### config.mk
export PLATFORM = sky130hd
export DESIGN_NAME = qrpm_wait_store
export DESIGN_NICKNAME = d
export VERILOG_FILES = /design/src/hdl/qrpm_pkg.sv /design/src/hdl/qrpm_wait_store.sv
export SDC_FILE = /design/constraint.sdc
export NUM_CORES = 2
export LEC_CHECK = 0
export BUFFER_PORTS_ARGS = -buffer_cell sky130_fd_sc_hd__buf_4
export CAP_MARGIN = 0
export CORE_ASPECT_RATIO = 2
export CORE_MARGIN = 4
export CORE_UTILIZATION = 65
export DETAILED_ROUTE_END_ITERATION = 12
export GPL_ROUTABILITY_DRIVEN = 0
export PLACE_DENSITY = 0.94
export SYNTH_ARGS = -nofsm -noshare
export SYNTH_HDL_FRONTEND = slang
export SYNTH_SLANG_ARGS = --single-unit
### constraint.sdc
create_clock -name clk -period 63.7 [get_ports clk]
set_clock_uncertainty 0.15 [all_clocks]
set_input_delay 9.555 -clock clk [delete_from_list [all_inputs] [get_ports clk]]
set_output_delay 9.555 -clock clk [all_outputs]
set_load 0.005 [all_outputs]
### src/hdl/qrpm_pkg.sv
// ----------------------------------------------------------------------------
// qrpm_pkg - shared types and constants of the query/response pair matcher
// Entry layouts of the pair store and the waiting store, the result item,
// and the sequencer-to-result-stage control bundle.
// ----------------------------------------------------------------------------
`default_nettype none

package qrpm_pkg;

  localparam int unsigned OUT_DEPTH_DEF  = 32;
  localparam int unsigned WAIT_DEPTH_DEF = 16;
  localparam int unsigned MAX_RESULTS    = 48;
  localparam int unsigned NCNT_W         = 6;
  localparam int unsigned TIME_W         = 63;
  localparam int unsigned KEY_W          = 64;
  localparam int unsigned TC_W           = 32;
  localparam int unsigned HANDLE_W       = 16;
  localparam int unsigned TMO_W          = 32;

  // configuration register indexes
  localparam logic REG_QUERY_TIMEOUT = 1'b0;
  localparam logic REG_SKEW_TIMEOUT  = 1'b1;

  localparam logic [TMO_W-1:0] QUERY_TIMEOUT_RST = 32'd5000000;
  localparam logic [TMO_W-1:0] SKEW_TIMEOUT_RST  = 32'd10;

  typedef struct packed {
    logic [KEY_W-1:0]    key;
    logic [KEY_W-1:0]    name;
    logic [TC_W-1:0]     tc;
    logic [TIME_W-1:0]   time_us;
    logic [HANDLE_W-1:0] qh;
    logic [HANDLE_W-1:0] rh;
    logic                has_q;
    logic                has_r;
    logic                done;
    logic                question;
  } pair_entry_t;

  typedef struct packed {
    logic [KEY_W-1:0]    key;
    logic [KEY_W-1:0]    name;
    logic [TC_W-1:0]     tc;
    logic [TIME_W-1:0]   time_us;
    logic [HANDLE_W-1:0] handle;
    logic                has_question;
  } wait_entry_t;

  typedef struct packed {
    logic                status;
    logic                has_q;
    logic [HANDLE_W-1:0] qh;
    logic                has_r;
    logic [HANDLE_W-1:0] rh;
    logic [TIME_W-1:0]   time_us;
  } result_t;

  typedef struct packed {
    logic    start;
    logic    emit;
    logic    fin;
    result_t res;
  } emit_req_t;

  typedef struct packed {
    logic busy;
    logic capped;
  } emit_stat_t;

  function automatic result_t pair_result(pair_entry_t e);
    result_t r;
    r.status  = 1'b0;
    r.has_q   = e.has_q;
    r.qh      = e.has_q ? e.qh : '0;
    r.has_r   = e.has_r;
    r.rh      = e.has_r ? e.rh : '0;
    r.time_us = e.time_us;
    return r;
  endfunction

  function automatic result_t drop_result(logic [HANDLE_W-1:0] h, logic [TIME_W-1:0] t);
    result_t r;
    r.status  = 1'b1;
    r.has_q   = 1'b0;
    r.qh      = h;
    r.has_r   = 1'b0;
    r.rh      = '0;
    r.time_us = t;
    return r;
  endfunction

endpackage

`default_nettype wire

### src/hdl/qrpm_wait_store.sv
// ----------------------------------------------------------------------------
// qrpm_wait_store - waiting response memory
// One write port, one read port with registered read data.
// ----------------------------------------------------------------------------
`default_nettype none

module qrpm_wait_store
  import qrpm_pkg::*;
#(
  parameter int unsigned DEPTH = WAIT_DEPTH_DEF,
  parameter int unsigned AW    = 4
) (
  input  wire logic          clk,
  input  wire logic          we,
  input  wire logic [AW-1:0] waddr,
  input  wire wait_entry_t   wdata,
  input  wire logic          re,
  input  wire logic [AW-1:0] raddr,
  output wait_entry_t        rdata
);

  wait_entry_t mem [DEPTH];

  always_ff @(posedge clk) begin
    if (we) begin
      mem[waddr] <= wdata;
    end
  end

  always_ff @(posedge clk) begin
    if (re) begin
      rdata <= mem[raddr];
    end
  end

endmodule

`default_nettype wire

==> metrics <==
share of layout cells above drive strength 1 0.2977; Routed WL between 400000 and 500000 µm; max_cap viols 0; total grt overflow 0; nets about 7000; Clk Latency, worst-skew pair approximately 0.89 ns; PostCTS Resize Cnt 0; hold buffer count at CTS 0; dpl ws slightly below 50 ns; WL per Instance 41.09 µm; Hold Crit Depth 3; first-pass GRT wire length roughly 600000 µm; syn avg cell area about 24 µm²; asr flop ratio synth 0; crit-path max FO 71; setup ws final about 49 ns; root buf cell clkbuf_16; period utilization 0.2289; R2R setup slack approximately 62 ns; largest net degree at the start of global routing between 100 and 150; CP startpoint kind primary input; reg-to-reg critical path endpoint rdata[136]; RSZ-0062 raised after global routing false; via/cell ratio 7.402; # fillers 11306; P_leak about 54 nW; R2R depth 3; die area around 0.24 mm²; outcome complete, no violations; final setup fails 0; FF+latch count, synth around 4000; Post-Syn Nets roughly 6500; number of port buffers 490; Final TNS setup 0 ns; Fmax achieved approximately 69 MHz; Worst Path Class, Setup primary input to register; vias 75602; die width ~350 µm; number of flops mapped to enable cells by yosys slightly above 4000; CTS Buf Count about 330; pwr dens between 30 and 40 mW/mm²; total of warnings raised by yosys 0; DRT Pass-1 Iters 6; # clock sinks 4080; vias in the first global route around 80000; maximum buffer depth of the clock tree 4; Critical Path Start raddr[1]; register area share after synthesis 0.8102; total track usage 0.3524; initial antenna violation count 57; crit end category register; drt drc 0; final hold vios 0; Core Area between 0.2 and 0.25 mm²; Worst Path Arrival approximately 15 ns; Final min period around 15 ns; setup repair bufs after CTS 0; maximum VDD drop approximately 0.000046 V; Reg clk slew, reported paths approximately 0.07 ns; Max transition margin 0.1116; Starting Density 0.6524; Mapped Cells between 6000 and 7000; worst slew pin tran between 1 and 1.5 ns; Area Overhead vs Synth 11.81%; Routed Antenna Nets 0; hold crit path type register to register; Final Util 0.7294; Die Y ~700 µm; Syn Std Cell Area between 0.15 and 0.2 mm²; Worst setup endpoint rdata[85]; CP Data Required Time 64.14 ns; Pwr Total 5.389 mW; Critical R2R Launch mem[0][136]; row count between 200 and 300; DPL Wire Length between 200000 and 250000 µm; Synth cell types 25; IO Count 491; Slew Limit Fails 0; H-tree levels 5; CTS tree done; Top FF cell, synth edfxtp_1; initial DRC count between 10000 and 15000
-- worst min path at each step --
stage | start | end
floorplan | mem[14][0] | rdata[0]
global route | mem[4][131] | rdata[131]
finish | mem[15][223] | rdata[223]
CTS | mem[15][223] | rdata[223]
global placement | mem[14][203] | rdata[203]
detailed placement | mem[14][139] | rdata[139]
-- through the flow --
| stage | std cells | instance area (µm²) | hold slack [ns] |
|---|---|---|---|
| global placement | 9584 | 158500 | 0.5681 |
| floorplan | 6271 | 151200 | 0.5603 |
| finish | 10214 | 169100 | 0.5879 |
| CTS | 10161 | 168900 | 0.5710 |
| global route | 10189 | 169000 | 0.6103 |
| detailed placement | 9584 | 158500 | 0.5807 |
-- worst max-delay path, stage by stage --
cell and delay [ns]:
buf_8 0.48, buf_4 0.79, buf_4 0.74, buf_4 0.73, buf_4 0.90, buf_4 0.76, mux4_2 0.46, a22oi_1 0.24
nand2_1 0.12
-- per-layer routing --
layer,GRT usage,part of all wire,vias to the layer above
met4,0.1953,0.066,34
met1,0.4517,0.30,38530
met3,0.07366,0.13,1431
met2,0.5732,0.50,7471
met5,0,0.00054,-
li1,-,-,28136
-- cells in the mapped netlist, types with 4 or more instances --
cell,number,share of area
o22a_1,12,0.00070
mux2_2,124,0.0092
buf_2,120,0.0040
o221ai_1,42,0.0024
nand2b_1,30,0.0012
a221oi_1,26,0.0015
buf_6,5,0.00037
buf_4,38,0.0019
nand2_1,174,0.0043
mux2i_1,50,0.0033
nor2b_1,48,0.0020
o21ai_0,30,0.00099
clkbuf_1,118,0.0029
mux4_2,892,0.13
buf_1,55,0.0014
nor3_1,4,0.00013
edfxtp_1,4080,0.81
nor2_1,14,0.00035
a22oi_1,400,0.020
-- cell type report --
| type | instances | area, µm² | share of cell area |
|---|---|---|---|
| Clock inverter | 184 | 1842 | 0.01089 |
| Clock buffer | 393 | 8579 | 0.05074 |
| Tap cell | 3024 | 3784 | 0.02238 |
| Timing Repair Buffer | 625 | 4935 | 0.02919 |
| Antenna cell | 53 | 132.6 | 0.0007844 |
| Sequential cell | 4080 | 122500 | 0.7246 |
| Multi-Input combinational cell | 1855 | 27280 | 0.1614 |
-- power by group --
group	switching [mW]	internal, mW	leakage [nW]	total [mW]
sequential	0.0303	3.02	37.1	3.05
combinational	0.171	0.113	11.5	0.284
clock	0.953	1.10	5.08	2.05
total	1.16	4.23	53.7	5.39
-- layout by cell type, fill, tap and decap left out, types with 29 or more instances in the layout --
master | netlist | final
nand2_1 | 174 | 174
clkinv_2 | 0 | 52
clkbuf_1 | 118 | 59
mux2i_1 | 50 | 50
nor2b_1 | 48 | 42
nand2b_1 | 30 | 29
mux2_2 | 124 | 124
a22oi_1 | 400 | 400
diode_2 | 0 | 53
clkinv_1 | 0 | 64
buf_4 | 38 | 605
mux4_2 | 892 | 892
o221ai_1 | 42 | 42
edfxtp_1 | 4080 | 4080
bufinv_16 | 0 | 32
o21ai_0 | 30 | 30
clkbuf_16 | 0 | 334
-- state kept, by name, summed over array words and instances (netlist names) --
| name | count |
|---|---|
| mem | 3840 |
| rdata | 240 |
-- cells by family (layout without fill, tap and decap cells) --
kind of cell	after synthesis	in the layout	synth area share
AO/OA/AOI/OAI	510	510	0.02548
buffers and inverters	336	1202	0.01052
flip-flops	4080	4080	0.8102
multiplexers	1066	1066	0.1454
other	0	53	0
AND/OR/NAND/NOR	279	279	0.008423
No activity file was read; power rests on OpenSTA's default activity.
