[config.mk]
export PLATFORM = sky130hd
export DESIGN_NAME = qrpm_age_unit
export DESIGN_NICKNAME = d
export VERILOG_FILES = /design/src/hdl/qrpm_pkg.sv /design/src/hdl/qrpm_age_unit.sv
export SDC_FILE = /design/constraint.sdc
export NUM_CORES = 1
export LEC_CHECK = 0
export BUFFER_PORTS_ARGS = -buffer_cell sky130_fd_sc_hd__buf_2
export CORE_ASPECT_RATIO = 0.9
export CORE_UTILIZATION = 31
export DETAILED_ROUTE_END_ITERATION = 6
export SLEW_MARGIN = 20
export SYNTH_ARGS = -nofsm -noshare
export SYNTH_HDL_FRONTEND = slang
export SYNTH_SLANG_ARGS = --single-unit
[constraint.sdc]
create_clock -name vclk -period 5.95
set_input_delay 1.19 -clock vclk [all_inputs]
set_output_delay 1.19 -clock vclk [all_outputs]
set_load 0.02 [all_outputs]
[src/hdl/qrpm_pkg.sv]
// ----------------------------------------------------------------------------
// qrpm_pkg - shared types and constants of the query/response pair matcher
// Entry layouts of the pair store and the waiting store, the result item,
// and the sequencer-to-result-stage control bundle.
// ----------------------------------------------------------------------------
`default_nettype none

package qrpm_pkg;

  localparam int unsigned OUT_DEPTH_DEF  = 32;
  localparam int unsigned WAIT_DEPTH_DEF = 16;
  localparam int unsigned MAX_RESULTS    = 48;
  localparam int unsigned NCNT_W         = 6;
  localparam int unsigned TIME_W         = 63;
  localparam int unsigned KEY_W          = 64;
  localparam int unsigned TC_W           = 32;
  localparam int unsigned HANDLE_W       = 16;
  localparam int unsigned TMO_W          = 32;

  // configuration register indexes
  localparam logic REG_QUERY_TIMEOUT = 1'b0;
  localparam logic REG_SKEW_TIMEOUT  = 1'b1;

  localparam logic [TMO_W-1:0] QUERY_TIMEOUT_RST = 32'd5000000;
  localparam logic [TMO_W-1:0] SKEW_TIMEOUT_RST  = 32'd10;

  typedef struct packed {
    logic [KEY_W-1:0]    key;
    logic [KEY_W-1:0]    name;
    logic [TC_W-1:0]     tc;
    logic [TIME_W-1:0]   time_us;
    logic [HANDLE_W-1:0] qh;
    logic [HANDLE_W-1:0] rh;
    logic                has_q;
    logic                has_r;
    logic                done;
    logic                question;
  } pair_entry_t;

  typedef struct packed {
    logic [KEY_W-1:0]    key;
    logic [KEY_W-1:0]    name;
    logic [TC_W-1:0]     tc;
    logic [TIME_W-1:0]   time_us;
    logic [HANDLE_W-1:0] handle;
    logic                has_question;
  } wait_entry_t;

  typedef struct packed {
    logic                status;
    logic                has_q;
    logic [HANDLE_W-1:0] qh;
    logic                has_r;
    logic [HANDLE_W-1:0] rh;
    logic [TIME_W-1:0]   time_us;
  } result_t;

  typedef struct packed {
    logic    start;
    logic    emit;
    logic    fin;
    result_t res;
  } emit_req_t;

  typedef struct packed {
    logic busy;
    logic capped;
  } emit_stat_t;

  function automatic result_t pair_result(pair_entry_t e);
    result_t r;
    r.status  = 1'b0;
    r.has_q   = e.has_q;
    r.qh      = e.has_q ? e.qh : '0;
    r.has_r   = e.has_r;
    r.rh      = e.has_r ? e.rh : '0;
    r.time_us = e.time_us;
    return r;
  endfunction

  function automatic result_t drop_result(logic [HANDLE_W-1:0] h, logic [TIME_W-1:0] t);
    result_t r;
    r.status  = 1'b1;
    r.has_q   = 1'b0;
    r.qh      = h;
    r.has_r   = 1'b0;
    r.rh      = '0;
    r.time_us = t;
    return r;
  endfunction

endpackage

`default_nettype wire

[src/hdl/qrpm_age_unit.sv]
// ----------------------------------------------------------------------------
// qrpm_age_unit - shared timestamp age comparator
// Adds a timeout to a stored time and compares the sum against now.
// ----------------------------------------------------------------------------
`default_nettype none

module qrpm_age_unit
  import qrpm_pkg::*;
(
  input  wire logic [TIME_W-1:0] time_us,
  input  wire logic [TMO_W-1:0]  tmo,
  input  wire logic [TIME_W-1:0] now_us,
  output logic                   expired,
  output logic                   stale
);

  logic [TIME_W:0] sum;
  logic [TIME_W:0] now_x;

  assign sum     = {1'b0, time_us} + (TIME_W+1)'(tmo);
  assign now_x   = {1'b0, now_us};
  assign expired = (sum <= now_x);
  assign stale   = (sum < now_x);

endmodule

`default_nettype wire

==> results of run 1 <==
==> per-stage QoR <==
step | hold slack, ns | total power [mW] | area (um2) | setup slack [ns] | TNS [ns]
global route | 2.93 | 0.712 | 6360 | -0.465 | -0.914
CTS | 2.90 | 0.616 | 6250 | -0.417 | -0.821
finish | 2.90 | 0.633 | 6360 | -0.277 | -0.525
global placement | 2.92 | 0.591 | 6110 | -0.718 | -1.41
detailed placement | 2.92 | 0.593 | 6110 | -0.682 | -1.33
floorplan | 2.73 | 0.347 | 4240 | 0.000211 | 0
==> layout make-up <==
cell class	count	share of cell area
Inverter	82	0.0484
Multi-Input combinational cell	501	0.627
Tap cell	164	0.0323
Timing Repair Buffer	296	0.292
==> power breakdown <==
part           total (mW)  switching [mW]  internal [mW]
clock network           0               0              0
logic               0.633           0.303          0.330
registers               0               0              0
==> worst min path at each step <==
stage / endpoint / slack (ns) / cells past startpoint
detailed placement: stale / 2.92 / 5
global placement: stale / 2.92 / 5
finish: stale / 2.90 / 5
CTS: stale / 2.90 / 5
global route: stale / 2.93 / 5
floorplan: stale / 2.73 / 3
==> worst max-delay path, delay by kind of cell <==
kind	cells	cell delay (ns)
adder cells (fa/ha/maj)	3	0.75
buffers and inverters	6	0.63
AND/OR/NAND/NOR	7	0.86
AO/OA/AOI/OAI	8	1.34
XOR/XNOR	1	0.25
==> synth_stat cells, types with 4 or more instances <==
| library cell | number |
|---|---|
| nand3_2 | 5 |
| o21ai_1 | 11 |
| o21ai_0 | 19 |
| inv_1 | 82 |
| and3_1 | 12 |
| o21a_1 | 5 |
| nor4_1 | 4 |
| buf_2 | 6 |
| xor2_1 | 20 |
| a21oi_1 | 51 |
| nand2_1 | 37 |
| nand3_1 | 22 |
| a21o_1 | 21 |
| nor3_1 | 12 |
| nand4_1 | 31 |
| a211oi_1 | 7 |
| ha_1 | 95 |
| nor2_1 | 41 |
| o211ai_1 | 4 |
| xnor2_1 | 38 |
| nand2b_1 | 5 |
| and2_1 | 6 |
| a31oi_1 | 7 |
| clkbuf_1 | 5 |
| nor2b_1 | 4 |
==> layer usage <==
layer	share of wire	GRT usage	wire, um
met5	0	0	0
met4	0.0048	0.00803	61
met3	0.037	0.00309	470
met2	0.46	0.322	5790
met1	0.50	0.254	6380
==> kinds of logic after synthesis <==
kind of cell	Yosys count
compound gates	160
xor+xnor	58
fa+ha+maj	96
buf+inv	95
simple gates	187
==> timing repair <==
action | CTS | global route
setup buffers | 8 | 2
pin swaps | 15 | 19
resized for setup | 20 | 22
endpoints found under the hold margin | 0 | 0
setup endpoints to repair | 2 | 2
==> metrics, run 1 <==
die area 13,700 um2; Setup Crit Path Kind in -> out; Final Setup Violations 2; Pre-Repair DR Iteration Count 4; status complete, but fails checks; I/O pin cnt 160; placed cells 1,034; RePlAce Congestion 0.895; Finished Layout Cells 1,043; crit path to expired; failing checks negative setup slack; Max-Cap Viols 0; Seq/Total Area, Yosys 0; Core Region 12,800 um2; Area growth, synth to finish 55.2%; Crit Path Max Fanout 8; Min-Delay Path Class in -> out; IO buf count 160; multiplexer area fraction after synthesis 0; num sequential 0; clock buf count 0; commonest non-fill, non-tap cell in the layout buf_2; Gate Count Post-Synth 596; Reg area 0 um2; leading area contributor after synthesis ha_1; compound-cell area share of the yosys netlist 0.255; Final Critical Period 6.23 ns; initial antenna violation count 0; Cell Area, Synth ~4100 um2; Filler cells 1,303; Post-CTS Hold Fix Bufs 0; first-pass GRT wire length 20,900 um; warning count from the yosys run 0; hold path start time_us[62]; DR vias ~5.0k; post-synth cell types 56; # DRC 0; ANT nets after route 0; CP Launch Type primary input; ANT cells 0; HPWL after DPL 11,500 um; Initial DRC Count 176; Worst EP arrival about 5.0 ns; Syn Area/Cell 6.88 um2; Req. time, crit path 4.76 ns; Fin. Hold Viols 0; fin. max-slew vios 0; starting density of the core 0.321; largest family of logic cells by synthesized area adder cells; Post-Synth Adder-Cell Area 0.295; cell at the slowest stage of the critical path fa_2; vias in the first global route just under 5k; GRT Resource Usage Total 0.182; syn nets 850; Die Ht 111 um; synth top area cells ha_1 29%, xnor2_1 8.1%, inv_1 7.5%; critical path startpoint time_us[0]; share of the synthesized area in the top cell type 0.290; commonest non-fill, non-tap cells in the layout 156 x buf_2, 134 x buf_4, 90 x ha_1; GR Overflow Total 0; period utilization 1.05; endpoint class of the critical path primary output; Rel. slew slack 0.647; CP peak stage delay 0.34 ns; worst setup margin -0.277 ns; # rows 39; Finished Core Util 0.498; Leakage Power 3.39 nW; pin count of the biggest net entering global routing 9; DRT Wirelength roughly 13,000 um; Worst Max-Slew Pin Slew roughly 0.53 ns; post-synthesis xor/xnor area fraction 0.124; multi-input logic area roughly 4000 um2; highest clock rate 0.161 GHz; post-synthesis simple-gate area fraction 0.235; pwr dens 99.5 nW/um2; share of cells above drive strength 1 0.395; RSZ-0062 raised after global routing yes; post-DR wirelength/cell 12.2 um; number of nets in the layout 1,135; vias per cell a little under 5; DIE WIDTH about 120 um; Worst VDD drop around 0.000052 V
(Power assumes the default switching activity.)
==> run 2: changes to the inputs <==
- CAP_MARGIN: unset -> 5
- TNS_END_PERCENT: unset -> 50
==> run 2 against run 1 <==
Compared with the run above: the run ends with design-rule violations, negative setup slack left; sequential cell count is the same; maximum frequency shrank 0.60%; critical path depth is the same; final cell count is essentially flat; non-clock buffer count shrank 1; global-route usage shrank 0.053 points; core utilization shrank 0.31 points; count of clock-buffer cells in the layout is the same; die area is the same; total power shrank 0.90%; sequential share of layout area is the same; critical endpoint unchanged.
==> metrics, run 2 (same netlist as run 1, synthesis figures left out) <==
Worst VDD drop 0.0000510 V; ANT nets after route 0; Pre-Repair DR Iteration Count 7; WHS Endpoint stale; cell at the slowest stage of the critical path fa_2; critical path's top delay family compound AO/OA/AOI/OAI gates; hold path start time_us[62]; DRT Wirelength 12,700 um; DIE WIDTH 123 um; initial antenna violation count 0; placed cells 1,034; pwr dens 99.2 nW/um2; # DRC 8; CP Launch Type primary input; worst setup margin -0.314 ns; Leakage Power approximately 3.4 nW; starting density of the core 0.321; sequential cell fraction of total power 0; CP peak stage delay approximately 0.34 ns; switching fraction of total power 0.479; pin count of the biggest net entering global routing 9; Min-Delay Path Class in -> out; Clock power frac 0; ANT cells 0; Final Critical Period 6.26 ns; Worst EP arrival 5.07 ns; period utilization 1.05; endpoint class of the critical path primary output; Switch Pwr 0.301 mW; HPWL after DPL 11,500 um; # rows 39; post-DR wirelength/cell 12.2 um; Rel. slew slack 0.641; Final Setup Violations 2; Fin. Hold Viols 0; highest clock rate 0.160 GHz; Area growth, synth to finish 54.2%; Initial DRC Count 177; DR vias 5,044; Setup Crit Path Kind in -> out; power consumption 0.627 mW; vias in the first global route 4,818; Setup TNS -0.601 ns; Filler cells around 1.3k; RePlAce Congestion just under 0.9; num sequential 0; Worst Path Buf+Inv 6; Finished Layout Cells ~1.0k; status complete, but fails checks; Die Ht 111 um; GRT Resource Usage Total 0.181; Finished Core Util 0.494; die area 13,700 um2; DP Area 6110 um2; Worst Max-Slew Pin Slew ~0.53 ns; Reg area 0 um2; multi-input logic area 3980 um2; vias per cell 4.84; Crit Path Max Fanout 8; Core Region 12,800 um2; Final Cell Area 6320 um2; hold depth 5; IO buf count 160; number of nets in the layout 1,134; internal power ~0.33 mW; Req. time, crit path 4.76 ns; failing checks design-rule violations, negative setup slack; RSZ-0062 raised after global routing yes; Combinational Power Share 1.000; Max-Cap Viols 0; fin. max-slew vios 0; commonest non-fill, non-tap cells in the layout 158 x buf_2, 134 x buf_4, 90 x ha_1; GR Overflow Total 0; commonest non-fill, non-tap cell in the layout buf_2; I/O pin cnt 160; first-pass GRT wire length 20,900 um; clock buf count 0; share of cells above drive strength 1 0.392
==> run 2: worst max path at each step <==
stage               endpoint         from  cells after the start  slack (ns)
floorplan            expired  time_us[18]                     19      0.0002
global placement     expired   time_us[0]                     23       -0.72
detailed placement   expired   time_us[0]                     23       -0.68
CTS                  expired   time_us[0]                     23       -0.45
global route         expired   time_us[0]                     23       -0.51
finish               expired   time_us[0]                     25       -0.31
==> run 2: final cells by class <==
cell class | count | area share
Multi-Input combinational cell | 501 | 0.629
Inverter | 82 | 0.0487
Timing Repair Buffer | 295 | 0.290
Tap cell | 164 | 0.0325
==> run 2: metrics by stage <==
step | setup slack [ns] | hold WS (ns)
finish | -0.314 | 2.90
global route | -0.512 | 2.93
CTS | -0.453 | 2.92
detailed placement | -0.682 | 2.92
global placement | -0.718 | 2.92
floorplan | 0.000211 | 2.73
==> run 2: layer usage <==
layer | vias to the layer above | wire, um | track usage
met3 | 4 | 456 | 0.00309
li1 | 2723 | - | -
met5 | - | 0 | 0
met4 | 0 | 61 | 0.00803
met2 | 108 | 5760 | 0.320
met1 | 2209 | 6400 | 0.254
==> run 2: timing repair <==
item / in CTS / in global routing
gates resized for setup: 15 / 19
hold buffers: 0 / 0
endpoints found under the setup margin: 2 / 2
setup buffers: 7 / 2
pin swaps: 11 / 12
==> run 2: power by group through the flow <==
stage          Combinational, mW  Sequential [mW]  Clock [mW]
2_1_floorplan              0.347                0           0
3_3_place_gp               0.591                0           0
3_5_place_dp               0.593                0           0
4_1_cts                    0.613                0           0
5_1_grt                    0.706                0           0
6_report                   0.627                0           0
