==> config.mk <==
export PLATFORM = sky130hd
export DESIGN_NAME = qrpm_result_stage
export DESIGN_NICKNAME = d
export VERILOG_FILES = /design/src/hdl/qrpm_pkg.sv /design/src/hdl/qrpm_result_stage.sv
export SDC_FILE = /design/constraint.sdc
export NUM_CORES = 1
export LEC_CHECK = 0
export ABC_AREA = 1
export ABC_CLOCK_PERIOD_IN_PS = 9500
export BUFFER_PORTS_ARGS = -buffer_cell sky130_fd_sc_hd__buf_4
export CAP_MARGIN = 10
export CORE_MARGIN = 2
export CORE_UTILIZATION = 53
export DETAILED_ROUTE_END_ITERATION = 16
export PLACE_DENSITY_LB_ADDON = 0.05
export SKIP_CTS_REPAIR_TIMING = 1
export SKIP_LAST_GASP = 1
export SYNTH_ARGS = -nofsm -noshare
export SYNTH_HDL_FRONTEND = slang
export SYNTH_SLANG_ARGS = --single-unit
==> constraint.sdc <==
create_clock -name clk -period 9.5 [get_ports clk]
set_clock_uncertainty 0.2 [all_clocks]
set_input_delay 1.9 -clock clk [delete_from_list [all_inputs] [get_ports clk]]
set_output_delay 1.9 -clock clk [all_outputs]
set_load 0.01 [all_outputs]
==> src/hdl/qrpm_pkg.sv <==
// ----------------------------------------------------------------------------
// qrpm_pkg - shared types and constants of the query/response pair matcher
// Entry layouts of the pair store and the waiting store, the result item,
// and the sequencer-to-result-stage control bundle.
// ----------------------------------------------------------------------------
`default_nettype none

package qrpm_pkg;

  localparam int unsigned OUT_DEPTH_DEF  = 32;
  localparam int unsigned WAIT_DEPTH_DEF = 16;
  localparam int unsigned MAX_RESULTS    = 48;
  localparam int unsigned NCNT_W         = 6;
  localparam int unsigned TIME_W         = 63;
  localparam int unsigned KEY_W          = 64;
  localparam int unsigned TC_W           = 32;
  localparam int unsigned HANDLE_W       = 16;
  localparam int unsigned TMO_W          = 32;

  // configuration register indexes
  localparam logic REG_QUERY_TIMEOUT = 1'b0;
  localparam logic REG_SKEW_TIMEOUT  = 1'b1;

  localparam logic [TMO_W-1:0] QUERY_TIMEOUT_RST = 32'd5000000;
  localparam logic [TMO_W-1:0] SKEW_TIMEOUT_RST  = 32'd10;

  typedef struct packed {
    logic [KEY_W-1:0]    key;
    logic [KEY_W-1:0]    name;
    logic [TC_W-1:0]     tc;
    logic [TIME_W-1:0]   time_us;
    logic [HANDLE_W-1:0] qh;
    logic [HANDLE_W-1:0] rh;
    logic                has_q;
    logic                has_r;
    logic                done;
    logic                question;
  } pair_entry_t;

  typedef struct packed {
    logic [KEY_W-1:0]    key;
    logic [KEY_W-1:0]    name;
    logic [TC_W-1:0]     tc;
    logic [TIME_W-1:0]   time_us;
    logic [HANDLE_W-1:0] handle;
    logic                has_question;
  } wait_entry_t;

  typedef struct packed {
    logic                status;
    logic                has_q;
    logic [HANDLE_W-1:0] qh;
    logic                has_r;
    logic [HANDLE_W-1:0] rh;
    logic [TIME_W-1:0]   time_us;
  } result_t;

  typedef struct packed {
    logic    start;
    logic    emit;
    logic    fin;
    result_t res;
  } emit_req_t;

  typedef struct packed {
    logic busy;
    logic capped;
  } emit_stat_t;

  function automatic result_t pair_result(pair_entry_t e);
    result_t r;
    r.status  = 1'b0;
    r.has_q   = e.has_q;
    r.qh      = e.has_q ? e.qh : '0;
    r.has_r   = e.has_r;
    r.rh      = e.has_r ? e.rh : '0;
    r.time_us = e.time_us;
    return r;
  endfunction

  function automatic result_t drop_result(logic [HANDLE_W-1:0] h, logic [TIME_W-1:0] t);
    result_t r;
    r.status  = 1'b1;
    r.has_q   = 1'b0;
    r.qh      = h;
    r.has_r   = 1'b0;
    r.rh      = '0;
    r.time_us = t;
    return r;
  endfunction

endpackage

`default_nettype wire

==> src/hdl/qrpm_result_stage.sv <==
// ----------------------------------------------------------------------------
// qrpm_result_stage - result staging and output register
// Hold the newest result back until the next one or the end of the item
// shows whether it is the last; cap results per item.
// ----------------------------------------------------------------------------
`default_nettype none

module qrpm_result_stage
  import qrpm_pkg::*;
(
  input  wire logic                clk,
  input  wire logic                rst_n,
  input  wire emit_req_t           req,
  output emit_stat_t               stat,
  output logic                     out_valid,
  input  wire logic                out_ready,
  output result_t                  out_res,
  output logic                     out_last_bit
);

  logic               pend_v_r, pend_v_nxt;
  result_t            pend_r, pend_nxt;
  logic               outv_r, outv_nxt;
  result_t            outd_r, outd_nxt;
  logic               last_r, last_nxt;
  logic [NCNT_W-1:0]  n_r, n_nxt;
  logic               busy;
  logic               capped;

  assign busy        = pend_v_r && outv_r;
  assign capped      = (n_r >= NCNT_W'(MAX_RESULTS));
  assign stat        = {busy, capped};

  always_comb begin
    pend_v_nxt = pend_v_r;
    pend_nxt   = pend_r;
    outv_nxt   = outv_r && !out_ready;
    outd_nxt   = outd_r;
    last_nxt   = last_r;
    n_nxt      = n_r;
    if (req.start) begin
      n_nxt = '0;
    end
    if (req.emit && !capped && !busy) begin
      if (pend_v_r) begin
        outd_nxt = pend_r;
        last_nxt = 1'b0;
        outv_nxt = 1'b1;
      end
      pend_nxt   = req.res;
      pend_v_nxt = 1'b1;
      n_nxt      = n_r + NCNT_W'(1);
    end
    if (req.fin && !busy && pend_v_r) begin
      outd_nxt   = pend_r;
      last_nxt   = 1'b1;
      outv_nxt   = 1'b1;
      pend_v_nxt = 1'b0;
    end
  end

  always_ff @(posedge clk) begin
    if (!rst_n) begin
      pend_v_r <= 1'b0;
      outv_r   <= 1'b0;
      n_r      <= '0;
    end else begin
      pend_v_r <= pend_v_nxt;
      outv_r   <= outv_nxt;
      n_r      <= n_nxt;
    end
  end

  always_ff @(posedge clk) begin
    pend_r <= pend_nxt;
    outd_r <= outd_nxt;
    last_r <= last_nxt;
  end

  assign out_valid    = outv_r;
  assign out_res      = outd_r;
  assign out_last_bit = last_r;

endmodule

`default_nettype wire
==> results of run 1 <==
[routing by layer]
layer  share of wire (%)  vias up
li1                    -     1465
met1                  38     1476
met2                  51      128
met3                 8.5       16
met4                 1.7        0
met5                   0        -
[logic make-up (layout without fill, tap and decap cells)]
kind of cell / Yosys count / after routing
compound gates: 10 / 10
flops: 205 / 205
simple gates: 33 / 33
fa+ha+maj: 1 / 1
buf+inv: 12 / 253
[Yosys cell counts (all sizes together)]
master / count
nand4: 1
a21boi: 1
inv: 10
ha: 1
o21ai: 3
nand3: 10
edfxtp: 196
nand2: 15
dfxtp: 9
nor2: 6
a21oi: 6
or2: 1
buf: 2
[worst max path at each step]
stage | startpoint | endpoint | depth (start not counted)
2_1_floorplan | req[99] | out_res[0] | 4
3_3_place_gp | req[99] | out_res[61] | 6
3_5_place_dp | req[99] | out_res[57] | 6
4_1_cts | req[99] | out_res[54] | 6
5_1_grt | req[99] | out_res[61] | 6
6_report | req[99] | out_res[57] | 6
[critical path: stages]
cell	delay [ns]
buf_4	0.10
nand3_2	0.14
nand2_1	0.09
nand2_1	0.10
inv_4	0.42
buf_4	0.68
[area by class of cell]
type	count	area share, %
clock buffers	30	6.66
clock inverters	6	0.288
inverters	10	0.460
multi-input cells	44	2.88
flip-flops and latches	205	69.7
well taps	147	2.11
repair buffers	207	17.9
[metrics by stage]
step / instances / worst slack (ns)
global placement: 613 / 5.46
detailed placement: 613 / 5.40
floorplan: 261 / 4.79
global route: 649 / 5.75
CTS: 649 / 5.89
finish: 649 / 5.92
[flip-flops by register name (all words and copies together) (netlist names)]
signal,count
out_valid,1
pend_v_r,1
n_r,6
pend_r,98
out_res,98
out_last_bit,1
[power by group]
part           internal, µW  switching, µW
Clock                   420            294
Sequential             1050           13.8
Combinational          52.7           49.6
==> run_summary.xml, run 1 <==
<?xml version="1.0" encoding="UTF-8"?>
<metrics>
  <group name="layout">
    <metric name="finalNetCount" unit="">593</metric>
    <metric name="post-route-cell-area" unit="µm²">8700</metric>
    <metric name="final_common_cell" unit="">buf_4</metric>
    <metric name="proportion_of_layout_cells_with_a_drive_suffix_above_1" unit="%">48.2</metric>
    <metric name="commonest_cells_after_routing_fill_and_taps_aside" unit="">207 x buf_4, 196 x edfxtp_1, 21 x clkbuf_16</metric>
    <metric name="register_area" unit="µm²">6070</metric>
    <metric name="layout-area-overhead-vs-synth" unit="%">36.6</metric>
    <metric name="number_of_filler_cells_placed_in_the_layout" unit="">717</metric>
    <metric name="multi_input_gate_area" unit="µm²">250</metric>
    <metric name="antenna_cells_inserted" unit="">0</metric>
    <metric name="final_core_utilization" unit="%">73.3</metric>
  </group>
  <group name="floorplan">
    <metric name="std_cell_rows" unit="">40</metric>
    <metric name="die_height" unit="µm">114</metric>
    <metric name="i_o_pin_total" unit="">206</metric>
    <metric name="design.core.area" unit="µm²">11900</metric>
    <metric name="fp.dieArea" unit="µm²">12900</metric>
    <metric name="initial_core_util" unit="%">53.7</metric>
    <metric name="chipWidth" unit="µm">114</metric>
  </group>
  <group name="clocking">
    <metric name="cts.htree.levels" unit="">1</metric>
    <metric name="clock_tree_from_tritoncts" unit="">done</metric>
    <metric name="clk-insertion-delay-late" unit="ns">0.46</metric>
    <metric name="cts_buffers" unit="">20</metric>
    <metric name="clk_pin_slew_worst_paths" unit="ns">0.06</metric>
    <metric name="cts_max_path_buffers" unit="">3</metric>
    <metric name="clock_tree.root_cell" unit="">clkbuf_16</metric>
    <metric name="numClockSinks" unit="">205</metric>
  </group>
  <group name="synth">
    <metric name="synth_simple_gate_area_share" unit="%">2.91</metric>
    <metric name="syn-instance-count" unit="">261</metric>
    <metric name="syn-mean-instance-area" unit="µm²">24.4</metric>
    <metric name="yosysUniqueCellTypes" unit="">19</metric>
    <metric name="synth-xor-area-share" unit="%">0</metric>
    <metric name="yosys-mux-area-fraction" unit="%">0</metric>
    <metric name="synth.largest_area_cell" unit="">edfxtp_1</metric>
    <metric name="yosysWarnings" unit="">0</metric>
    <metric name="yosys-top-cells-area" unit="">edfxtp_1 92%, dfxtp_1 2.8%, nand2_1 0.71%, nand3_1 0.55%, inv_1 0.53%</metric>
    <metric name="number_of_nets_produced_by_synthesis" unit="">366</metric>
    <metric name="synth_top_family_by_area" unit="">simple AND/OR/NAND/NOR gates</metric>
    <metric name="synth_compound_gate_area_share" unit="%">0.825</metric>
    <metric name="synth_top_cell_area_share" unit="%">92.4</metric>
    <metric name="syn_area" unit="µm²">6370</metric>
    <metric name="ys_seq_area_share" unit="%">95.2</metric>
    <metric name="synth_adder_area_share" unit="%">0.196</metric>
    <metric name="yosys_register_bits" unit="">205</metric>
  </group>
  <group name="critical_path">
    <metric name="register_to_register_setup_slack" unit="ns">6.96</metric>
    <metric name="crit_path_start_kind" unit="">primary input</metric>
    <metric name="critical_path.max_fanout" unit="">57</metric>
    <metric name="timing.critical_path.arrival" unit="ns">3.47</metric>
    <metric name="ff2ff_path_depth" unit="">6</metric>
    <metric name="critical_path_class" unit="">in2reg</metric>
    <metric name="critical_path.reg2reg.endpoint" unit="">out_res[57]</metric>
    <metric name="required" unit="ns">9.39</metric>
    <metric name="worst_r2r_startpoint" unit="">n_r[4]</metric>
    <metric name="critical_path.endpoint_type" unit="">register</metric>
  </group>
  <group name="global_routing">
    <metric name="gr-max-usage-layer" unit="">met2</metric>
    <metric name="global_route.usage.total" unit="%">16.3</metric>
    <metric name="met3_demand_to_capacity_share_in_global_routing" unit="%">4.84</metric>
    <metric name="grt_max_degree" unit="">58</metric>
    <metric name="wire_length_of_the_first_global_routing_pass" unit="µm">15900</metric>
    <metric name="first_global_vias" unit="">3032</metric>
    <metric name="grtUsageMet2" unit="%">27.9</metric>
    <metric name="grt_antenna_before_repair" unit="">0</metric>
    <metric name="global_route_met1_usage" unit="%">20.5</metric>
    <metric name="grt_overflow" unit="">0</metric>
  </group>
  <group name="timing">
    <metric name="worst_hold_slack" unit="ns">0.218</metric>
    <metric name="final_total_negative_setup_slack" unit="ns">0</metric>
    <metric name="fmax" unit="GHz">0.279</metric>
    <metric name="worst_slew_pin_slew" unit="ns">0.845</metric>
    <metric name="timing.final.crit_period" unit="ns">3.58</metric>
    <metric name="relative_max_transition_margin" unit="%">43.7</metric>
    <metric name="setup_failing_eps_final" unit="">0</metric>
    <metric name="report.final.slew_viol_count" unit="">0</metric>
    <metric name="min_period_over_period" unit="%">37.7</metric>
    <metric name="grt_setup_unrepaired" unit="">false</metric>
    <metric name="hold_viol_final" unit="">0</metric>
  </group>
  <group name="place">
    <metric name="port_buffers" unit="">205</metric>
    <metric name="place_hpwl" unit="µm">7280</metric>
    <metric name="globalplace.congestion" unit="">0.781</metric>
    <metric name="placement.cell_area" unit="µm²">8090</metric>
  </group>
  <group name="detailed_routing">
    <metric name="detail_route.iter0.violations" unit="">200</metric>
    <metric name="drtAntennaViolNets" unit="">0</metric>
    <metric name="detail_route.wirelength" unit="µm">10900</metric>
    <metric name="num_vias" unit="">3085</metric>
    <metric name="drt_first_pass_iters" unit="">4</metric>
    <metric name="post-route-drc-count" unit="">0</metric>
    <metric name="drt-wirelength-per-cell" unit="µm">16.9</metric>
    <metric name="routed_via_density" unit="">4.75</metric>
  </group>
  <group name="hold_path">
    <metric name="worst_hold_path_endpoint" unit="">out_res[34]</metric>
    <metric name="worst_hold_path_type" unit="">reg2reg</metric>
    <metric name="hp-start" unit="">pend_r[34]</metric>
    <metric name="min_path_cells" unit="">0</metric>
  </group>
  <group name="power_and_ir_drop">
    <metric name="worst_ir_drop_vdd" unit="µV">156</metric>
    <metric name="power-per-cell-area" unit="nW/µm²">216</metric>
    <metric name="power" unit="µW">1880</metric>
    <metric name="leakage_component_of_the_power" unit="µW">0.00338</metric>
  </group>
  <group name="flow_run">
    <metric name="max_cap_violations" unit="">0</metric>
  </group>
  <group name="status">
    <metric name="outcome" unit="">finished clean</metric>
  </group>
</metrics>
Note: power is estimated with default switching activity, not from simulation.
==> inputs of run 2 (changes only) <==
- ABC_CLOCK_PERIOD_IN_PS: 9500 -> 3280
- CORE_UTILIZATION: 53 -> 45
- clock period: 9.5 -> 3.28 ns (I/O delays scaled with it)
==> run 2 against run 1 <==
  * Sequential cell count stayed put
  * Combinational power grew to 3.0 times the previous value
  * Non-clock buffer count is 3 higher
  * Critical path depth is 3 lower
  * Sequential power grew to 2.9 times the previous value
  * Power grew to 2.9 times the previous value
  * First-iteration DRC count is 19% higher
  * Via count is 0.16% higher
  * Final cell count is 5.5% higher
  * Sequential share of layout area is 0.92 points lower
  * Wire length is 0.55% higher
  * Clock-buffer cell count stayed put
  * Largest power group unchanged
==> run_summary.xml, run 2 (synthesis results as in run 1) <==
<?xml version="1.0" encoding="UTF-8"?>
<metrics>
  <group name="floorplan">
    <metric name="fp.dieArea" unit="µm²">15100</metric>
    <metric name="chipWidth" unit="µm">123</metric>
    <metric name="die_height" unit="µm">123</metric>
    <metric name="initial_core_util" unit="%">46.1</metric>
    <metric name="std_cell_rows" unit="">43</metric>
    <metric name="i_o_pin_total" unit="">206</metric>
    <metric name="design.core.area" unit="µm²">13800</metric>
  </group>
  <group name="global_routing">
    <metric name="global_route.usage.total" unit="%">13.6</metric>
    <metric name="wire_length_of_the_first_global_routing_pass" unit="µm">15400</metric>
    <metric name="first_global_vias" unit="">2995</metric>
    <metric name="grt_overflow" unit="">0</metric>
    <metric name="grt_antenna_before_repair" unit="">0</metric>
    <metric name="grt_max_degree" unit="">99</metric>
  </group>
  <group name="timing">
    <metric name="worst_slew_pin_slew" unit="ns">0.575</metric>
    <metric name="grt_setup_unrepaired" unit="">false</metric>
    <metric name="min_period_over_period" unit="%">62.3</metric>
    <metric name="setup_failing_eps_final" unit="">0</metric>
    <metric name="relative_max_transition_margin" unit="%">61.7</metric>
    <metric name="fmax" unit="GHz">0.489</metric>
    <metric name="final_total_negative_setup_slack" unit="ns">0</metric>
    <metric name="hold_viol_final" unit="">0</metric>
    <metric name="report.final.slew_viol_count" unit="">0</metric>
    <metric name="timing.final.crit_period" unit="ns">2.04</metric>
  </group>
  <group name="hold_path">
    <metric name="worst_hold_path_type" unit="">in2reg</metric>
  </group>
  <group name="power_and_ir_drop">
    <metric name="power-per-cell-area" unit="nW/µm²">628</metric>
    <metric name="worst_ir_drop_vdd" unit="µV">554</metric>
    <metric name="leakage_component_of_the_power" unit="µW">0.00341</metric>
  </group>
  <group name="detailed_routing">
    <metric name="num_vias" unit="">3090</metric>
    <metric name="drt-wirelength-per-cell" unit="µm">16.1</metric>
    <metric name="drtAntennaViolNets" unit="">0</metric>
    <metric name="detail_route.wirelength" unit="µm">11000</metric>
    <metric name="drt_first_pass_iters" unit="">4</metric>
    <metric name="post-route-drc-count" unit="">0</metric>
    <metric name="detail_route.iter0.violations" unit="">237</metric>
    <metric name="routed_via_density" unit="">4.51</metric>
  </group>
  <group name="layout">
    <metric name="multi_input_gate_area" unit="µm²">250</metric>
    <metric name="number_of_filler_cells_placed_in_the_layout" unit="">1029</metric>
    <metric name="finalNetCount" unit="">596</metric>
    <metric name="proportion_of_layout_cells_with_a_drive_suffix_above_1" unit="%">48.7</metric>
    <metric name="antenna_cells_inserted" unit="">0</metric>
    <metric name="final_common_cell" unit="">buf_4</metric>
    <metric name="register_area" unit="µm²">6070</metric>
    <metric name="final_core_utilization" unit="%">63.7</metric>
    <metric name="layout-area-overhead-vs-synth" unit="%">38.4</metric>
    <metric name="commonest_cells_after_routing_fill_and_taps_aside" unit="">208 x buf_4, 196 x edfxtp_1, 21 x clkbuf_16</metric>
  </group>
  <group name="place">
    <metric name="globalplace.congestion" unit="">0.778</metric>
    <metric name="port_buffers" unit="">205</metric>
    <metric name="place_hpwl" unit="µm">7350</metric>
  </group>
  <group name="critical_path">
    <metric name="cp_buf_inv_count" unit="">2</metric>
    <metric name="timing.critical_path.slowest_cell_delay" unit="ns">0.39</metric>
    <metric name="critical_path.endpoint_type" unit="">output pin</metric>
    <metric name="critical_path.slowest_cell" unit="">dfxtp_1</metric>
    <metric name="critical_path.max_fanout" unit="">4</metric>
    <metric name="required" unit="ns">2.42</metric>
    <metric name="cp_cell_sequence" unit="">nand2_2 -&gt; inv_2 -&gt; buf_4</metric>
    <metric name="critical_path_class" unit="">reg2out</metric>
    <metric name="timing.critical_path.arrival" unit="ns">1.19</metric>
    <metric name="crit_path_start_kind" unit="">register</metric>
    <metric name="register_to_register_setup_slack" unit="ns">1.34</metric>
    <metric name="crit_family" unit="">flip-flops</metric>
  </group>
  <group name="clocking">
    <metric name="clock_tree.root_cell" unit="">clkbuf_16</metric>
    <metric name="clk_pin_slew_worst_paths" unit="ns">0.06</metric>
    <metric name="numClockSinks" unit="">205</metric>
    <metric name="clk-insertion-delay-late" unit="ns">0.47</metric>
    <metric name="cts_buffers" unit="">20</metric>
    <metric name="cts.htree.levels" unit="">1</metric>
    <metric name="clock_tree_from_tritoncts" unit="">done</metric>
    <metric name="cts_max_path_buffers" unit="">3</metric>
  </group>
  <group name="status">
    <metric name="outcome" unit="">finished clean</metric>
  </group>
  <group name="flow_run">
    <metric name="max_cap_violations" unit="">0</metric>
  </group>
</metrics>
[run 2: path summary, 6_finish.rpt]
check | from | end | cells after the start
worst min register to register | pend_r[79] | out_res[79] | 0
worst max-delay path | pend_v_r | stat[1] | 3
worst max register to register | n_r[4] | out_res[20] | 6
worst min-delay path | req[8] | pend_r[8] | 1
[run 2: final cells by class]
class                   instances  area share [%]
multi-input cells              44            2.84
inverters                      10           0.468
flip-flops and latches        205            68.8
clock buffers                  30            6.57
well taps                     180            2.56
clock inverters                 6           0.582
repair buffers                210            18.2
[run 2: per-layer routing]
metal | routed length (µm) | up-vias | part of all wire [%] | global-route usage (%)
met3 | 965 | 30 | 8.8 | 4.15
met4 | 406 | 0 | 3.7 | 5.68
met5 | 0 | - | 0 | 0
li1 | - | 1473 | - | -
met1 | 4170 | 1445 | 38 | 16.5
met2 | 5460 | 142 | 50 | 22.7
[run 2: metrics by stage]
stage	hold WS [ns]	setup slack (ns)	cells	total power [µW]	instance area [µm²]
4_1_cts	0.135	1.21	685	5620	8810
2_1_floorplan	0.200	0.311	261	3220	6370
3_5_place_dp	0.205	1.03	649	3440	8180
6_report	0.156	1.24	685	5540	8810
3_3_place_gp	0.200	1.06	649	3430	8180
5_1_grt	0.133	1.18	685	5750	8810
[run 2: report_power, final]
group	switching, µW	internal (µW)	total [µW]
Combinational	146	160	305
Clock	864	1300	2160
Sequential	38.7	3040	3070
Total	1050	4490	5540
